File: config.mk
export PLATFORM = sky130hd
export DESIGN_NAME = matrix_rotate_90_buffer
export DESIGN_NICKNAME = d
export VERILOG_FILES = /design/src/sv/mr90_pkg.sv /design/src/sv/mr90_dpath.sv /design/src/sv/mr90_ctrl.sv /design/src/sv/matrix_rotate_90_buffer.sv
export VERILOG_INCLUDE_DIRS = /design/src /design/src/sv
export SDC_FILE = /design/constraint.sdc
export NUM_CORES = 2
export LEC_CHECK = 0
export BUFFER_PORTS_ARGS = -buffer_cell sky130_fd_sc_hd__buf_2
export CELL_PAD_IN_SITES_DETAIL_PLACEMENT = 1
export CELL_PAD_IN_SITES_GLOBAL_PLACEMENT = 2
export CORE_ASPECT_RATIO = 0.7
export CORE_MARGIN = 2
export CORE_UTILIZATION = 35
export DETAILED_ROUTE_END_ITERATION = 8
export GPL_ROUTABILITY_DRIVEN = 0
export PLACE_DENSITY = 0.67
export SLEW_MARGIN = 20
export SYNTH_ARGS = -nofsm -noshare
export SYNTH_HDL_FRONTEND = slang
export SYNTH_SLANG_ARGS = --single-unit
File: constraint.sdc
create_clock -name clk -period 7.3 [get_ports clk]
set_input_delay 1.46 -clock clk [delete_from_list [all_inputs] [get_ports clk]]
set_output_delay 1.46 -clock clk [all_outputs]
set_load 0.01 [all_outputs]
File: src/sv/matrix_rotate_90_buffer_defines.svh
// Assertion macros for the 90-degree matrix rotation buffer.
// Expects clk and arst_n in the scope of every use.
`ifndef MATRIX_ROTATE_90_BUFFER_DEFINES_SVH
`define MATRIX_ROTATE_90_BUFFER_DEFINES_SVH

// same-cycle implication
`define MR90_ASSERT_NOW(lbl, ante, cons, msg) \
	lbl: assert property (@(posedge clk) disable iff (!arst_n) (ante) |-> (cons)) \
		else $error(msg);

// next-cycle implication
`define MR90_ASSERT_NEXT(lbl, ante, cons, msg) \
	lbl: assert property (@(posedge clk) disable iff (!arst_n) (ante) |=> (cons)) \
		else $error(msg);

`endif

File: src/sv/mr90_pkg.sv
// Shared constants and controller/datapath interface types for the rotation buffer.
// No dependencies.
`default_nettype none
package mr90_pkg;
	localparam int unsigned MAX_SIZE    = 8;
	localparam int unsigned STORE_DEPTH = MAX_SIZE * MAX_SIZE;
	localparam int unsigned ADDR_W      = (STORE_DEPTH > 1) ? $clog2(STORE_DEPTH) : 1;
	localparam int unsigned CNT_W       = ADDR_W + 1;
	localparam int unsigned RC_W        = (MAX_SIZE > 1) ? $clog2(MAX_SIZE) : 1;
	localparam int unsigned SIZE_W      = 4;
	localparam int unsigned DATA_W      = 32;
	localparam logic [SIZE_W-1:0] SIZE_RESET = SIZE_W'(MAX_SIZE);

	typedef struct packed {
		logic load;
		logic emit_start;
		logic emit_step;
	} dp_cmd_t;

	typedef struct packed {
		logic matrix_full;
		logic emit_last;
	} dp_sts_t;
endpackage
`default_nettype wire

File: src/sv/mr90_dpath.sv
// Datapath: size register, element store, load counter, rotation address walk, result register.
// Depends on mr90_pkg.
`default_nettype none
module mr90_dpath (
	input  wire logic                              clk,
	input  wire logic                              arst_n,
	input  wire logic                              cfg_valid,
	input  wire logic [mr90_pkg::SIZE_W-1:0]       cfg_data,
	input  wire logic signed [mr90_pkg::DATA_W-1:0] element_value,
	input  wire mr90_pkg::dp_cmd_t                 cmd,
	output mr90_pkg::dp_sts_t                      sts,
	output logic                                   result_valid,
	output logic signed [mr90_pkg::DATA_W-1:0]     rotated_value,
	output logic                                   last_of_matrix
);
	logic [mr90_pkg::SIZE_W-1:0]   size_q;
	logic [mr90_pkg::SIZE_W-1:0]   n_eff;
	logic [2*mr90_pkg::SIZE_W-1:0] n_sq;
	logic [mr90_pkg::CNT_W-1:0]    total;
	logic [mr90_pkg::CNT_W-1:0]    base_full;
	logic [mr90_pkg::ADDR_W-1:0]   load_cnt_q;
	logic [mr90_pkg::SIZE_W-1:0]   n_q;
	logic [mr90_pkg::RC_W-1:0]     row_q;
	logic [mr90_pkg::RC_W-1:0]     col_q;
	logic [mr90_pkg::ADDR_W-1:0]   src_q;
	logic [mr90_pkg::ADDR_W-1:0]   base_q;
	logic                          col_end;
	logic [mr90_pkg::DATA_W-1:0]   mem [mr90_pkg::STORE_DEPTH];
	logic [mr90_pkg::DATA_W-1:0]   rd_data_s1;
	logic                          vld_s1;
	logic                          last_s1;

	always_comb begin
		n_eff = size_q;
		if (size_q == '0) begin
			n_eff = mr90_pkg::SIZE_W'(1);
		end else if (size_q > mr90_pkg::SIZE_W'(mr90_pkg::MAX_SIZE)) begin
			n_eff = mr90_pkg::SIZE_W'(mr90_pkg::MAX_SIZE);
		end
	end

	assign n_sq      = n_eff * n_eff;
	assign total     = mr90_pkg::CNT_W'(n_sq);
	assign base_full = total - mr90_pkg::CNT_W'(n_eff);

	assign sts.matrix_full = ({1'b0, load_cnt_q} + mr90_pkg::CNT_W'(1)) >= total;
	assign col_end         = mr90_pkg::SIZE_W'(col_q) == (n_q - mr90_pkg::SIZE_W'(1));
	assign sts.emit_last   = col_end && (mr90_pkg::SIZE_W'(row_q) == (n_q - mr90_pkg::SIZE_W'(1)));

	always_ff @(posedge clk or negedge arst_n) begin
		if (!arst_n) begin
			size_q     <= mr90_pkg::SIZE_RESET;
			load_cnt_q <= '0;
			vld_s1     <= 1'b0;
		end else begin
			if (cfg_valid) begin
				size_q <= cfg_data;
			end
			if (cmd.load) begin
				load_cnt_q <= sts.matrix_full ? '0 : load_cnt_q + mr90_pkg::ADDR_W'(1);
			end
			vld_s1 <= cmd.emit_step;
		end
	end

	// walk source addresses column-major from the bottom row upward
	always_ff @(posedge clk) begin
		if (cmd.emit_start) begin
			n_q    <= n_eff;
			row_q  <= '0;
			col_q  <= '0;
			base_q <= mr90_pkg::ADDR_W'(base_full);
			src_q  <= mr90_pkg::ADDR_W'(base_full);
		end else if (cmd.emit_step) begin
			if (col_end) begin
				col_q <= '0;
				row_q <= row_q + mr90_pkg::RC_W'(1);
				src_q <= base_q + mr90_pkg::ADDR_W'(row_q) + mr90_pkg::ADDR_W'(1);
			end else begin
				col_q <= col_q + mr90_pkg::RC_W'(1);
				src_q <= src_q - mr90_pkg::ADDR_W'(n_q);
			end
		end
		last_s1 <= sts.emit_last;
	end

	always_ff @(posedge clk) begin
		if (cmd.load) begin
			mem[load_cnt_q] <= element_value;
		end
		if (cmd.emit_step) begin
			rd_data_s1 <= mem[src_q];
		end
	end

	assign result_valid   = vld_s1;
	assign rotated_value  = rd_data_s1;
	assign last_of_matrix = last_s1;
endmodule
`default_nettype wire

File: src/sv/mr90_ctrl.sv
// Controller: load/emit state machine driving the rotation datapath.
// Depends on mr90_pkg and matrix_rotate_90_buffer_defines.svh.
`default_nettype none
`include "matrix_rotate_90_buffer_defines.svh"
module mr90_ctrl (
	input  wire logic              clk,
	input  wire logic              arst_n,
	input  wire logic              start,
	input  wire mr90_pkg::dp_sts_t sts,
	output mr90_pkg::dp_cmd_t      cmd,
	output logic                   busy
);
	typedef enum logic {
		ST_LOAD,
		ST_EMIT
	} state_t;

	state_t state_q;
	logic   busy_q;

	always_comb begin
		cmd = '0;
		case (state_q)
			ST_LOAD: begin
				cmd.load       = start;
				cmd.emit_start = start && sts.matrix_full;
			end
			ST_EMIT: begin
				cmd.emit_step = 1'b1;
			end
			default: begin
				cmd = '0;
			end
		endcase
	end

	always_ff @(posedge clk or negedge arst_n) begin
		if (!arst_n) begin
			state_q <= ST_LOAD;
			busy_q  <= 1'b0;
		end else begin
			case (state_q)
				ST_LOAD: begin
					if (cmd.emit_start) begin
						state_q <= ST_EMIT;
						busy_q  <= 1'b1;
					end
				end
				ST_EMIT: begin
					if (sts.emit_last) begin
						state_q <= ST_LOAD;
						busy_q  <= 1'b0;
					end
				end
				default: begin
					state_q <= ST_LOAD;
					busy_q  <= 1'b0;
				end
			endcase
		end
	end

	assign busy = busy_q;

	`MR90_ASSERT_NEXT(a_full_enters_emit, start && !busy && sts.matrix_full, busy, "full matrix did not start emission")
	`MR90_ASSERT_NEXT(a_emit_holds, busy && !sts.emit_last, busy && cmd.emit_step, "emission ended early")
	`MR90_ASSERT_NEXT(a_emit_ends, busy && sts.emit_last, !busy, "emission overran last element")
	`MR90_ASSERT_NOW(a_no_load_in_emit, busy, !cmd.load && !cmd.emit_start, "load while emitting")
endmodule
`default_nettype wire

File: src/sv/matrix_rotate_90_buffer.sv
// Channel     | Signals                                   | Handshake
// element in  | start, busy, element_value                | taken when start && !busy
// result out  | result_valid, rotated_value, last_of_matrix | result_valid per element, no stall
// size cfg    | cfg_valid, cfg_ready, cfg_data            | written when cfg_valid && cfg_ready
//
// Each element is stored when taken. The n*n-th element starts emission: busy rises while the
// single store read port walks the rotated order, and results follow in the cycle after, on
// the registered read data.
// Reset: size 8, load count zero; store contents are undefined until written.
// The result side cannot stall; cfg_ready is always high.
// Top level: mr90_ctrl and mr90_dpath, both over mr90_pkg.
`default_nettype none
module matrix_rotate_90_buffer (
	input  wire logic                                clk,
	input  wire logic                                arst_n,
	input  wire logic                                start,
	output logic                                     busy,
	input  wire logic signed [mr90_pkg::DATA_W-1:0]  element_value,
	output logic                                     result_valid,
	output logic signed [mr90_pkg::DATA_W-1:0]       rotated_value,
	output logic                                     last_of_matrix,
	input  wire logic                                cfg_valid,
	output logic                                     cfg_ready,
	input  wire logic [mr90_pkg::SIZE_W-1:0]         cfg_data
);
	mr90_pkg::dp_cmd_t cmd;
	mr90_pkg::dp_sts_t sts;

	assign cfg_ready = 1'b1;

	mr90_ctrl u_ctrl (
		.clk    (clk),
		.arst_n (arst_n),
		.start  (start),
		.sts    (sts),
		.cmd    (cmd),
		.busy   (busy)
	);

	mr90_dpath u_dpath (
		.clk            (clk),
		.arst_n         (arst_n),
		.cfg_valid      (cfg_valid && cfg_ready),
		.cfg_data       (cfg_data),
		.element_value  (element_value),
		.cmd            (cmd),
		.sts            (sts),
		.result_valid   (result_valid),
		.rotated_value  (rotated_value),
		.last_of_matrix (last_of_matrix)
	);
endmodule
`default_nettype wire

==> impl_metrics.ini <==
[clocking]
cts_buffer_depth = 4
clkTransAtPathRegs_ps = 60
numCtsBuffers = 202
clockRootBuffer = clkbuf_16
cts_resized = 0
cts_tree = done
clkLatencyLatePin_ps = 860
cts.sinks = 2114
clock_tree.htree_level_count = 4
cts_hold_buf = 0
cts_setup_buffers = 0

[place]
post_place_instance_area_um2 = 86600
placement.io_buffers = 74
half_perimeter_wire_length_of_the_detailed_placement_result_um = 131000
place_ws_ps = 2690

[die]
placement_rows = 148
core_area_um2 = 232000
floorplan.die_area_um2 = 237000
floorplan.initialDensity = 0.352
number_of_primary_i_o_pins = 76
die-width_um = 581
die_h_um = 408

[timing]
hold_viol = 0
worst_hold_slack_ps = 486
setup_repair_after_global_routing_missed_its_margin = no
headroom_to_the_max_slew_limit = 0.214
maximum_operating_frequency_mhz = 225
pin_slew_with_the_least_headroom_to_its_limit_ps = 1180
period_needed_ps = 4440
setup_viol = 0
finalCritPeriodShare = 0.608
worst_clock_skew_ps = 49.9
layout_setup_ws_ps = 2860
setup-tns-final_ps = 0
report.final.slew_viol_count = 0

[global_routing]
overflow = 0
grt_use_met2 = 0.281
globalRouteMet3Util = 0.0425
use_met1 = 0.291
number_of_global_route_vias_before_repair = 40100
grt_start_max_net_pins = 122
grt_pass1_wl_um = 321000
grt_antenna_before_repair = 18
globalRouteTotalUtil = 0.190
most_used_layer_global_route = met1

[logic_synthesis]
number_of_instances_in_the_synthesized_netlist = 3635
synth_warnings = 0
share_of_flip_flops_with_an_asynchronous_set_or_reset_after_synthesis = 0.00615
netlist-cell-type-count = 60
synth_flop_cell = edfxtp_1
synthesis.area_per_instance_um2 = 22.5
synth.ff_latch_count = 2114
synth-edff-count = 2094
synth.yosys.seq_area_share = 0.776
synth_area_um2 = 81700

[drt]
route.vias.total = 39200
dr_iter_0_viols = 4757
postRouteWirelength_um = 227000
wire_per_inst_um = 32.1
antenna_viol_nets_final = 0
route.detailed.drc = 0
viasPerCell = 5.54
first_pass_drt_iterations = 6

[setup_path]
critPathSlowestCell = clkinv_1
critPathMaxFanout = 17
timing.critical_path.to_type = flop
cp_slowest_stage_delay_ps = 500
timing.reg2reg.worst_path_depth = 16
critPathLaunchType = flop
required_ps = 7880
worst-endpoint-arrival_ps = 5020
crit_chain = nor2b_1 > inv_1 > nor2_1 > and2_1 > ha_1 > a31o_2 > a21oi_1 > xor2_1 > ha_1 > a21o_1 > a221o_1 > inv_1 > a21o_1 > clkinv_1 > a211oi_1 > nor2_1
class_of_the_most_critical_setup_path = flop to flop

[power_and_ir_drop]
ir_drop_mv = 0.279
share_clk_of_total_power = 0.293
seq_power_share = 0.408
powerDensity_nw_per_um2 = 369
p_sw_frac = 0.317
internal_power_mw = 23.3
power_frac_comb = 0.299
power.net_switching_mw = 10.8
leakage_nw = 28.6

[hold_path]
holdPathStages = 1
hold_path_class = flop to flop

[finish]
ff_latch_area_um2 = 63400
final_common_cell = edfxtp_1
multi_input_area_um2 = 17600
areaGrowthSynthToFinish_pct = 13.5
filler_cell_count = 21900
total_non_filler_cell_area_in_the_finished_layout_um2 = 92700
num-nets-final = 3919
mostFrequentLayoutCells = 2094 x edfxtp_1, 553 x mux4_2, 205 x clkbuf_16, 122 x buf_4, 118 x nand2_1
share_of_layout_cells_above_drive_strength_1 = 0.288

[run_status]
status = complete, no violations

[flow_run]
maxCapViolCount = 0
==> kinds of logic (layout without fill, tap and decap cells) <==
group                      Yosys count  count (layout)  synth area share
and+or+nand+nor                    386             386            0.0210
buffers and inverters              218             576            0.0145
muxes                              647             647             0.165
other                                2               6         0.0000920
adders and majority gates           24              24           0.00395
xor gates and xnor gates            26              26           0.00279
DFF                               2114            2114             0.776
AOI/OAI and AO/OA                  218             218            0.0172
==> cell usage after synthesis, types with 2 or more instances <==
cell,number,area [um^2]
edfxtp_1,2094,62900
mux4_2,553,12500
nor2_1,147,552
nand2_1,118,443
clkbuf_1,87,327
o22ai_1,64,400
mux2_2,48,541
mux2i_1,46,460
a21oi_1,45,225
buf_2,38,190
a31oi_1,31,194
buf_4,31,233
and2_1,30,188
buf_6,27,304
nand3_1,26,130
a211oi_1,25,188
ha_1,21,263
buf_1,17,63.8
inv_1,16,60.1
and3_1,14,87.6
nor3_1,13,65.1
xnor2_1,13,114
xor2_1,13,114
dfrtp_1,12,300
nand2b_1,12,75.1
o21ai_0,12,60.1
a21o_1,10,75.1
dfxtp_1,7,140
nor2b_1,6,37.5
o221ai_1,6,52.6
nand3b_1,5,37.5
o211ai_1,5,37.5
or2_2,4,25.0
fa_1,3,60.1
o2111ai_1,3,26.3
o31ai_1,3,22.5
or3_1,3,18.8
a2111oi_0,2,17.5
conb_1,2,7.51
o21ai_1,2,10.0
or3b_2,2,17.5
==> sequential cells by signal, summed over array words and instances (netlist names) <==
register and cells:
u_dpath.mem 2048, u_dpath.rotated_value 32, u_dpath.load_cnt_q 6, u_dpath.src_q 6
u_dpath.base_q 5, u_dpath.size_q 4, u_dpath.col_q 3, u_dpath.n_q 3
u_dpath.row_q 3, u_ctrl.busy 1, u_ctrl.state_q 1, u_dpath.last_of_matrix 1
u_dpath.result_valid 1
==> worst max-delay path: cells and delay by family (launching register included) <==
kind / cells / cell delay (ps)
buffers and inverters: 3 / 710
and+or+nand+nor: 4 / 670
xor gates and xnor gates: 1 / 270
AOI/OAI and AO/OA: 6 / 1600
DFF: 1 / 390
adders and majority gates: 2 / 540
==> power by group through the flow <==
stage	clock [mW]	sequential (mW)	combinational, mW
detailed placement	0	14.2	10.3
global placement	0	14.2	10.3
finish	10.0	13.9	10.2
floorplan	0	14.1	6.56
CTS	10.2	13.9	10.4
global route	10.6	14.0	10.8
==> final timing paths <==
path                                    from           endpoint  slack, ps
max                        u_dpath.size_q[3]   u_dpath.src_q[3]       2860
min                              u_ctrl.busy        u_ctrl.busy        490
max reg2reg                u_dpath.size_q[3]   u_dpath.src_q[3]       2860
min reg2reg                      u_ctrl.busy        u_ctrl.busy        490
max in group asynchronous             arst_n  u_dpath.size_q[3]       6470
min in group asynchronous             arst_n  u_dpath.size_q[1]        530
==> final cells by class <==
class | instances | area share
inverters | 18 | 0.000810
clock inverters | 89 | 0.00798
diodes | 3 | 0.0000810
flip-flops and latches | 2114 | 0.684
clock buffers | 254 | 0.0573
multi-input cells | 1304 | 0.190
repair buffers | 215 | 0.0185
well taps | 3075 | 0.0415
==> metal layers <==
metal  routed length, um  part of all wire  vias up
met4                2800             0.012        6
li1                    -                 -    15700
met1              103000              0.45    21600
met3               19400             0.086      225
met2              102000              0.45     1562
met5                  41           0.00018        -
==> through the flow <==
| step | total power, mW | std cells | utilization |
|---|---|---|---|
| 6_report | 34.2 | 7072 | 0.399 |
| 5_1_grt | 35.4 | 7070 | 0.399 |
| 4_1_cts | 34.5 | 7067 | 0.399 |
| 3_5_place_dp | 24.5 | 6724 | 0.373 |
| 3_3_place_gp | 24.5 | 6719 | 0.372 |
| 2_1_floorplan | 20.6 | 3636 | - |
Note: power is estimated with default switching activity, not from simulation.
